**config.mk**
```make
export PLATFORM = sky130hd
export DESIGN_NAME = sacd_ram
export DESIGN_NICKNAME = d
export VERILOG_FILES = /design/src/sacd_ram.sv
export SDC_FILE = /design/constraint.sdc
export NUM_CORES = 1
export LEC_CHECK = 0
export BUFFER_PORTS_ARGS = -buffer_cell sky130_fd_sc_hd__buf_4
export CAP_MARGIN = 15
export CORE_ASPECT_RATIO = 1.5
export CORE_MARGIN = 2
export CORE_UTILIZATION = 45
export DETAILED_ROUTE_END_ITERATION = 10
export PLACE_DENSITY = 0.6
export SLEW_MARGIN = 20
export SYNTH_ARGS = -nofsm -noshare
export SYNTH_HDL_FRONTEND = slang
export SYNTH_SLANG_ARGS = --single-unit
```
**constraint.sdc**
```tcl
create_clock -name clk -period 5.8 [get_ports clk]
set_clock_uncertainty 0.1 [all_clocks]
set_input_delay 0.87 -clock clk [delete_from_list [all_inputs] [get_ports clk]]
set_output_delay 0.87 -clock clk [all_outputs]
set_load 0.02 [all_outputs]
```
**src/sacd_ram.sv**
```systemverilog
// Generic single-port-write, single-port-read RAM with registered read data.
`timescale 1ns / 1ps

module sacd_ram #(
    parameter int WIDTH = 8,
    parameter int DEPTH = 16
) (
    input  logic                     clk,
    input  logic                     we,
    input  logic [$clog2(DEPTH)-1:0] waddr,
    input  logic [WIDTH-1:0]         wdata,
    input  logic                     re,
    input  logic [$clog2(DEPTH)-1:0] raddr,
    output logic [WIDTH-1:0]         rdata
);

    logic [WIDTH-1:0] mem [DEPTH];
    logic [WIDTH-1:0] rdata_reg;

    always_ff @(posedge clk)
    begin
        if (we)
        begin
            mem[waddr] <= wdata;
        end
        if (re)
        begin
            rdata_reg <= mem[raddr];
        end
    end

    assign rdata = rdata_reg;

endmodule

```
==> results.md <==
* Status: finished, final reports clean
* CTS Hold Buffers Added at 0
* Iteration-0 DRC Markers at 224
* Latest clock arrival within the worst-skew pair at 0.40 ns
* Deepest clock path buffer count at 2
* Worst vdd ir at 0.0002159 V
* Via count at 2337
* Num rows at 48
* Mapped cell area at 0.005228 mm²
* Layout cell share with drive strength beyond 1 at 25.64%
* Fmax at 431.3 MHz
* Fin Setup TNS at 0 ns
* Compound-Gate Fraction of Synth Area at 2.298%
* Synth Register Bits at 136
* Setup Crit Path Kind: in2reg
* Delay-heaviest family, CP: multiplexers
* Top cell type's share of synthesized area at 78.12%
* Dpl hpwl at 6255 µm
* PortBufs at 26
* # setup viols final at 0
* Clk root buf: clkbuf_16
* ANT cells at 0
* Number of global-route vias before repair at 2456
* Largest area contributor in the netlist: edfxtp_1
* Post-CTS Resized at 0
* Final ANT Viol Nets at 0
* H-Tree Depth at 4
* Initial antenna violation count at 0
* Simple-Gate Fraction of Synth Area at 3.135%
* Commonest non-fill, non-tap cell in the layout: edfxtp_1
* DRC at 0
* Class of the most critical hold timing path: reg2reg
* RSZ-0062 raised after global routing: false
* Clk sinks at 136
* Critical Path Start Type: input pin
* Top cells by area, synth: edfxtp_1 (78%), mux4_2 (7.8%), mux4_1 (7.0%)
* First-pass DRT Iterations at 6
* CP arrival at 2.37 ns
* Wire per inst at 23.33 µm
* Storage element area at 0.004084 mm²
* Via density at 5.525
* Clock buffer count from CTS at 17
* Worst-margin pin slew at 0.9569 ns
* DIE WIDTH at 92 µm
* Post-route clock period utilization at 39.98%
* Slew Limit Headroom at 35.97%
* Tmin final at 2.319 ns
* Synth-to-layout area growth at 15.10%
* Largest family of logic cells by synthesized area: multiplexers
* I/O pins at 27
* GRT overflow at 0
* # fillers at 917
* Total Wirelength at 9870 µm
* DIE HEIGHT at 136.0 µm
* Post-Synth XOR/XNOR Area at 0%
* Gr usage total at 17.05%
* First-pass GRT wire length at 14790 µm
* Full die area at 0.01251 mm²
* Clock Pin Slew Worst Setup and Hold Paths at 0.05 ns
* CTS tree: built
* Multiplexer area fraction after synthesis at 14.79%
* Synth unique cells at 18
* Largest net degree at the start of global routing at 33
* Max reg flops at 128
* Synth warn at 0
* Avg Cell Area, Syn at 22.83 µm²
* Initial Utilization at 45.81%
* Adder-Cell Fraction of Synth Area at 0%
* CP max FO at 32
* Crit-path max cell delay at 0.64 ns
* Critical path's slowest cell: mux4_1
* Fin. max-slew vios at 0
* Std-Cell Core Area at 0.01141 mm²
* Nets@finish at 284
* Crit. End Element: flop
* Final-report hold violation count at 0
* Core Util, Final at 52.73%
* Mapped Cells at 229
* Cell Chain, Critical Path: buf_4, mux4_1, a22oi_1, nand2_1
* Max Cap Viol at 0
* P per Cell Area at 347.4 mW/mm²
* Routability cong. at 0.7704
* Multi-input logic area at 0.001072 mm²
* Register area share after synthesis at 78.12%
* WP data required at 5.85 ns
* Syn Nets at 248
* Most frequent cells in the layout: edfxtp_1 (136), buf_4 (27), mux4_2 (18)
* Postcts setup bufs at 0
* Leak at 1.970 nW
* WP buf/inv at 1
## worst paths after layout
check | from | end | slack (ns) | cells past startpoint
setup / recovery | raddr[0] | rdata[5] | 3.48 | 4
hold / removal | mem[12][3] | rdata[3] | 0.64 | 3
hold reg to reg | mem[12][3] | rdata[3] | 0.64 | 3
setup reg to reg | mem[9][2] | rdata[2] | 4.21 | 3
## worst register-to-register path: stages (launching register included)
cell	delay, ns
edfxtp_1	0.39
mux4_1	0.54
a22oi_1	0.24
nand2_1	0.07
## final cells by class
| cell class | instances | share of cell area, % |
|---|---|---|
| clock inverters | 8 | 0.6238 |
| multi-input cells | 83 | 17.82 |
| clock buffers | 19 | 7.195 |
| flip-flops and latches | 136 | 67.87 |
| well taps | 150 | 3.119 |
| repair buffers | 27 | 3.369 |
## where the power goes
group | total [mW] | internal, mW | switching [mW]
Sequential | 1.11 | 1.11 | 0.00587
Combinational | 0.107 | 0.0444 | 0.0621
Clock | 0.869 | 0.523 | 0.346
Total | 2.09 | 1.68 | 0.414
## cells in the mapped netlist, drive strengths merged
master and n:
and2b 1, nor2 13, nor2b 1, clkdlybuf4s25 3, or3b 1, a22oi 16
mux4 32, buf 7, nand3b 2, nor3 4, and2 1, nand2b 2
nand3 1, nand2 9, edfxtp 136
## kinds of logic after synthesis
family,after synthesis
AND/OR/NAND/NOR,35
AO/OA/AOI/OAI,16
buffers and inverters,10
flip-flops,136
multiplexers,32
## per-stage QoR
step	worst slack (ns)	cells	area (µm²)	hold slack (ns)	power (mW)
after global placement	3.024	396	5542	0.6281	1.240
after global routing	3.378	423	6017	0.6748	2.152
after floorplan	3.337	229	5228	0.6048	1.194
after CTS	3.383	423	6012	0.6445	2.105
after detailed placement	2.958	396	5542	0.6320	1.243
final	3.481	423	6017	0.6442	2.090
## layer usage
| metal | global-route usage [%] | vias to the layer above | wire length [µm] |
|---|---|---|---|
| li1 | - | 1046 | - |
| met1 | 20.60 | 1197 | 3890 |
| met2 | 29.90 | 90 | 5401 |
| met3 | 4.379 | 4 | 521 |
| met4 | 5.721 | 0 | 56 |
| met5 | 0 | - | 0 |
Power figures use the tool's default switching activity.
