### config.mk
export PLATFORM = sky130hd
export DESIGN_NAME = sacd_way_sel
export DESIGN_NICKNAME = d
export VERILOG_FILES = /design/src/sacd_pkg.sv /design/src/sacd_way_sel.sv
export SDC_FILE = /design/constraint.sdc
export NUM_CORES = 1
export LEC_CHECK = 0
export BUFFER_PORTS_ARGS = -buffer_cell sky130_fd_sc_hd__buf_2
export CELL_PAD_IN_SITES_DETAIL_PLACEMENT = 1
export CELL_PAD_IN_SITES_GLOBAL_PLACEMENT = 1
export CORE_ASPECT_RATIO = 0.5
export CORE_MARGIN = 4
export CORE_UTILIZATION = 33
export DETAILED_ROUTE_END_ITERATION = 10
export PLACE_DENSITY_LB_ADDON = 0.1
export SLEW_MARGIN = 20
export SYNTH_ARGS = -nofsm -noshare
export SYNTH_HDL_FRONTEND = slang
export SYNTH_SLANG_ARGS = --single-unit
### constraint.sdc
create_clock -name vclk -period 16.8
set_clock_uncertainty 0.15 [all_clocks]
set_input_delay 3.36 -clock vclk [all_inputs]
set_output_delay 3.36 -clock vclk [all_outputs]
set_load 0.01 [all_outputs]
### src/sacd_pkg.sv
// Shared constants and codes for the cache directory with LRU replacement.
`timescale 1ns / 1ps

package sacd_pkg;

    // Fixed field widths of the stream words
    localparam int ADDR_W     = 32;
    localparam int TAG_W      = 20;
    localparam int SET_NUM_W  = 7;
    localparam int WAY_NUM_W  = 3;
    localparam int KIND_W     = 3;
    localparam int BUS_W      = 2;
    localparam int IN_DATA_W  = 40;
    localparam int OUT_DATA_W = 40;

    // Default geometry
    localparam int DEF_SETS       = 128;
    localparam int DEF_WAYS       = 8;
    localparam int DEF_LINE_BYTES = 32;

    localparam logic [ADDR_W-1:0] LIMIT_RESET = 32'd2097152;

    // Access kinds
    localparam logic CMD_READ  = 1'b0;
    localparam logic CMD_WRITE = 1'b1;

    // Result kinds
    localparam logic [KIND_W-1:0] KIND_READ_MISS     = 3'd0;
    localparam logic [KIND_W-1:0] KIND_READ_HIT      = 3'd1;
    localparam logic [KIND_W-1:0] KIND_WRITE_MISS    = 3'd2;
    localparam logic [KIND_W-1:0] KIND_WRITE_HIT     = 3'd3;
    localparam logic [KIND_W-1:0] KIND_WRITE_IGNORED = 3'd4;

    // Bus requests
    localparam logic [BUS_W-1:0] BUS_NONE      = 2'd0;
    localparam logic [BUS_W-1:0] BUS_LINE_READ = 2'd1;
    localparam logic [BUS_W-1:0] BUS_WRITE     = 2'd2;

endpackage

### src/sacd_way_sel.sv
// Per-set tag compare, victim choice and LRU age / tag / valid row update.
`timescale 1ns / 1ps

module sacd_way_sel #(
    parameter int WAYS = sacd_pkg::DEF_WAYS
) (
    input  logic [sacd_pkg::TAG_W-1:0]              tag,
    input  logic [WAYS*sacd_pkg::TAG_W-1:0]         tag_row,
    input  logic [WAYS-1:0]                         valid_row,
    input  logic [WAYS*$clog2(WAYS)-1:0]            age_row,
    output logic                                    hit,
    output logic [$clog2(WAYS)-1:0]                 way,
    output logic [WAYS*sacd_pkg::TAG_W-1:0]         tag_row_next,
    output logic [WAYS-1:0]                         valid_row_next,
    output logic [WAYS*$clog2(WAYS)-1:0]            age_row_next
);
    import sacd_pkg::*;

    localparam int WAY_W = $clog2(WAYS);
    localparam logic [WAY_W-1:0] OLDEST = WAY_W'(WAYS - 1);

    logic [WAYS-1:0]  match;
    logic [WAYS-1:0]  oldest;
    logic [WAY_W-1:0] hit_way;
    logic [WAY_W-1:0] free_way;
    logic [WAY_W-1:0] old_way;
    logic             any_free;
    logic [WAY_W-1:0] mine;

    always_comb
    begin
        for (int i = 0; i < WAYS; i++)
        begin
            match[i]  = valid_row[i] && (tag_row[i*TAG_W +: TAG_W] == tag);
            oldest[i] = (age_row[i*WAY_W +: WAY_W] == OLDEST);
        end
    end

    // lowest-numbered way wins in every search
    always_comb
    begin
        hit_way  = '0;
        free_way = '0;
        old_way  = '0;
        for (int i = WAYS - 1; i >= 0; i--)
        begin
            if (match[i])
            begin
                hit_way = WAY_W'(i);
            end
            if (!valid_row[i])
            begin
                free_way = WAY_W'(i);
            end
            if (oldest[i])
            begin
                old_way = WAY_W'(i);
            end
        end
    end

    assign hit      = |match;
    assign any_free = ~&valid_row;

    // ages in a set always form a permutation, so exactly one way is oldest
    always_comb
    begin
        priority if (hit)
        begin
            way = hit_way;
        end
        else if (any_free)
        begin
            way = free_way;
        end
        else
        begin
            way = old_way;
        end
    end

    assign mine = age_row[way*WAY_W +: WAY_W];

    always_comb
    begin
        tag_row_next   = tag_row;
        valid_row_next = valid_row;
        age_row_next   = age_row;
        for (int i = 0; i < WAYS; i++)
        begin
            if (WAY_W'(i) == way)
            begin
                age_row_next[i*WAY_W +: WAY_W] = '0;
                valid_row_next[i]              = 1'b1;
                if (!hit)
                begin
                    tag_row_next[i*TAG_W +: TAG_W] = tag;
                end
            end
            else if (age_row[i*WAY_W +: WAY_W] < mine)
            begin
                age_row_next[i*WAY_W +: WAY_W] = age_row[i*WAY_W +: WAY_W] + 1'b1;
            end
        end
    end

endmodule

==> results.md <==
* Quantity of gates resized following cts at 0
* Final Max Tran Viols at 0
* Avg Inst Size Synth at 8.07 µm²
* CP startpoint: tag[13]
* Worst slew margin at 36.1%
* Kind of end point of the critical path: output pin
* Sequential Power Share at 0%
* Setup Buffers After CTS at 0
* Worst setup path endpoint: age_row_next[0]
* Number of distinct library cell variants in the gate-level netlist after synthesis at 69
* Crit path arrival time at 8.41 ns
* Port bufs at 408
* Setup repair after global routing missed its margin: no
* Pin count of the biggest net entering global routing at 25
* Class of the worst hold path: input port to output pin
* Post-Synthesis Net Count at 998
* First-pass GRT wire length at 48,000 µm
* Post-detailed-route wirelength per cell at 24.2 µm
* Lkg Pwr at 3.72 nW
* Post-Route Utilization at 46.0%
* Routed via count divided by cell count at 5.66
* Detailed Route WL at 32,500 µm
* Mapped cell area at 0.00615 mm²
* Portion of total power attributed to combinational logic at 100.0%
* Internal portion of total power at 124 µW
* Mapped Cells at 762
* Number of antenna-violating nets in the routed design at 0
* Cell-by-cell listing of the critical path: buf_2 > xnor2_1 > nand4_1 > nor4_1 > nand2_1 > a31oi_1 > nand2_1 > nor2_2 > inv_2 > and3_1 > a311oi_1 > a21oi_1 > ha_1 > o311a_4 > or4_1 > a21boi_1 > buf_2
* Net switching share of the total power at 56.1%
* CP required at 13.29 ns
* Clock power share at 0%
* Total of warnings raised by yosys at 0
* Count of final hold-check violations at 0
* Total global-route track usage at 28.6%
* Max-cap viol count at 0
* Number of nets in the finished design at 1,349
* Sequential cell count of the final layout at 0
* Area occupied by multi-input gates at 0.00578 mm²
* Detailed Route Iter0 Violations at 380
* Number of primary I/O pins at 408
* Period Utilization, post-route at 71.0%
* Starting density of the core at 34.5%
* Highest attainable clock frequency at 83.9 MHz
* Fill cell count at 2,311
* Instance count on the critical path at 17
* Die height at 105 µm
* Total setup violations reported at the end of the flow at 0
* Final Wtd Congestion at 0.876
* Highest-count cells in the layout ignoring fill and taps: 408 x sky130_fd_sc_hd__buf_2, 160 x sky130_fd_sc_hd__mux2_2, 116 x sky130_fd_sc_hd__xnor2_1
* Number of global-route vias before repair at 8,089
* Floorplan die width at 201 µm
* Type of the worst setup path: input port to output pin
* Vias after detailed routing at 7,621
* Placed wire-length estimate at 27,100 µm
* Number of buffers inserted by hold repair at cts at 0
* Combined buffer and inverter count along the critical path at 3
* Number of antenna violations at the first check in global routing at 5
* Count of TritonRoute iterations in the first routing pass at 4
* Crit-path max FO at 16
* Number of remaining DRC errors at 0
* Kind of cell adding the most delay to the critical path: simple AND/OR/NAND/NOR gates
* Total congestion overflow after global routing at 0
* Fraction of layout instances using a drive strength above 1 at 54.8%
* Most common cell after layout, fill and taps aside: sky130_fd_sc_hd__buf_2
* Worst Setup Start Kind: input port
* Sequential area share after synthesis at 0%
* Power density relative to cell area at 34.6 mW/mm²
* Fin Setup TNS at 0 ns
* Clock buffer count at 0
* Worst supply voltage drop on vdd at 0.0000235 V
* Worst-path cell with the longest stage delay: sky130_fd_sc_hd__nor2_2
* Std cell rows at 34
* Overall die area at 0.0210 mm²
* Longest individual stage delay on the worst path at 0.52 ns
* Core ar. at 0.0178 mm²
* Transition at the pin with the smallest max-transition slack at 0.958 ns
* Syn-to-layout area delta at 33.3%
* Post-layout minimum cycle time at 11.92 ns
* P_sw at 159 µW
* Status: completed
* Sequential cell area in the final layout at 0 µm²
kinds of logic after synthesis:
logic type	synth area share (%)
AOI/OAI and AO/OA	10.3
xor gates and xnor gates	23.8
adders and majority gates	4.89
buffers and inverters	6.41
muxes	31.8
and+or+nand+nor	22.9
metrics by stage:
stage	cells	total power, mW	hold slack (ns)	worst slack, ns	cell area (µm²)
4_1_cts	1345	0.283	6.92	4.95	8180
2_1_floorplan	762	0.171	6.68	6.10	6150
3_5_place_dp	1345	0.282	6.92	4.96	8180
6_report	1346	0.284	6.91	4.88	8190
3_3_place_gp	1345	0.276	6.91	5.07	8180
5_1_grt	1346	0.306	6.93	4.55	8190
area by class of cell:
cell class / count / area share, %
Tap cell: 234 / 3.57
Timing Repair Buffer: 412 / 25.3
Antenna cell: 1 / 0.0305
Multi-Input combinational cell: 686 / 70.5
Inverter: 13 / 0.596
layer usage:
layer	wire [µm]	global-route usage (%)	share of wire, %	vias up
met5	46	0	0.14	-
met4	700	5.84	2.2	8
met3	1740	4.17	5.3	54
met2	16400	52.9	50	230
met1	13700	35.4	42	3783
li1	-	-	-	3546
cell usage after synthesis, drive strengths merged (3+ instances only):
cell type	count	area, µm²
o211ai	3	22.5
or2	6	37.5
o311a	4	51.3
or4	3	22.5
nand2	57	214
nand4b	4	35.0
a21boi	8	60.1
nor2	15	58.8
xor2	36	315
a31o	3	26.3
ha	24	300
clkbuf	17	63.8
nor2b	3	18.8
o221a	4	45.0
o211a	4	40.0
nor4	23	150
o31ai	4	30.0
a211oi	5	42.5
a31oi	6	37.5
or3b	3	26.3
nand4	58	363
a21oi	10	50.1
nor3b	7	52.6
o21ai	16	83.8
buf	46	282
nand3	25	125
mux2	160	1800
inv	13	48.8
xnor2	124	1150
o221ai	4	41.3
and3	6	37.5
mux2i	15	150
nor3	7	50.1
or3	5	31.3
nor4b	3	26.3
nand2b	12	75.1
power groups by stage:
stage | registers (mW) | clock network [mW] | logic, mW
after CTS | 0 | 0 | 0.283
after global placement | 0 | 0 | 0.276
after floorplan | 0 | 0 | 0.171
after global routing | 0 | 0.00000000796 | 0.306
after detailed placement | 0 | 0 | 0.282
final | 0 | 0.00000000797 | 0.284
worst min path at each step:
stage	start	end	slack [ns]	cells after the start
floorplan	valid_row[3]	valid_row_next[3]	6.68	1
global placement	tag_row[127]	tag_row_next[127]	6.91	3
detailed placement	tag_row[127]	tag_row_next[127]	6.92	3
CTS	tag_row[127]	tag_row_next[127]	6.92	3
global route	tag_row[32]	tag_row_next[32]	6.93	3
finish	tag_row[127]	tag_row_next[127]	6.91	3
tightest hold or removal path, delay by kind of cell:
kind     cells  cell delay, ns
mux          1            0.13
buf+inv      2            0.21
Power figures use the tool's default switching activity.
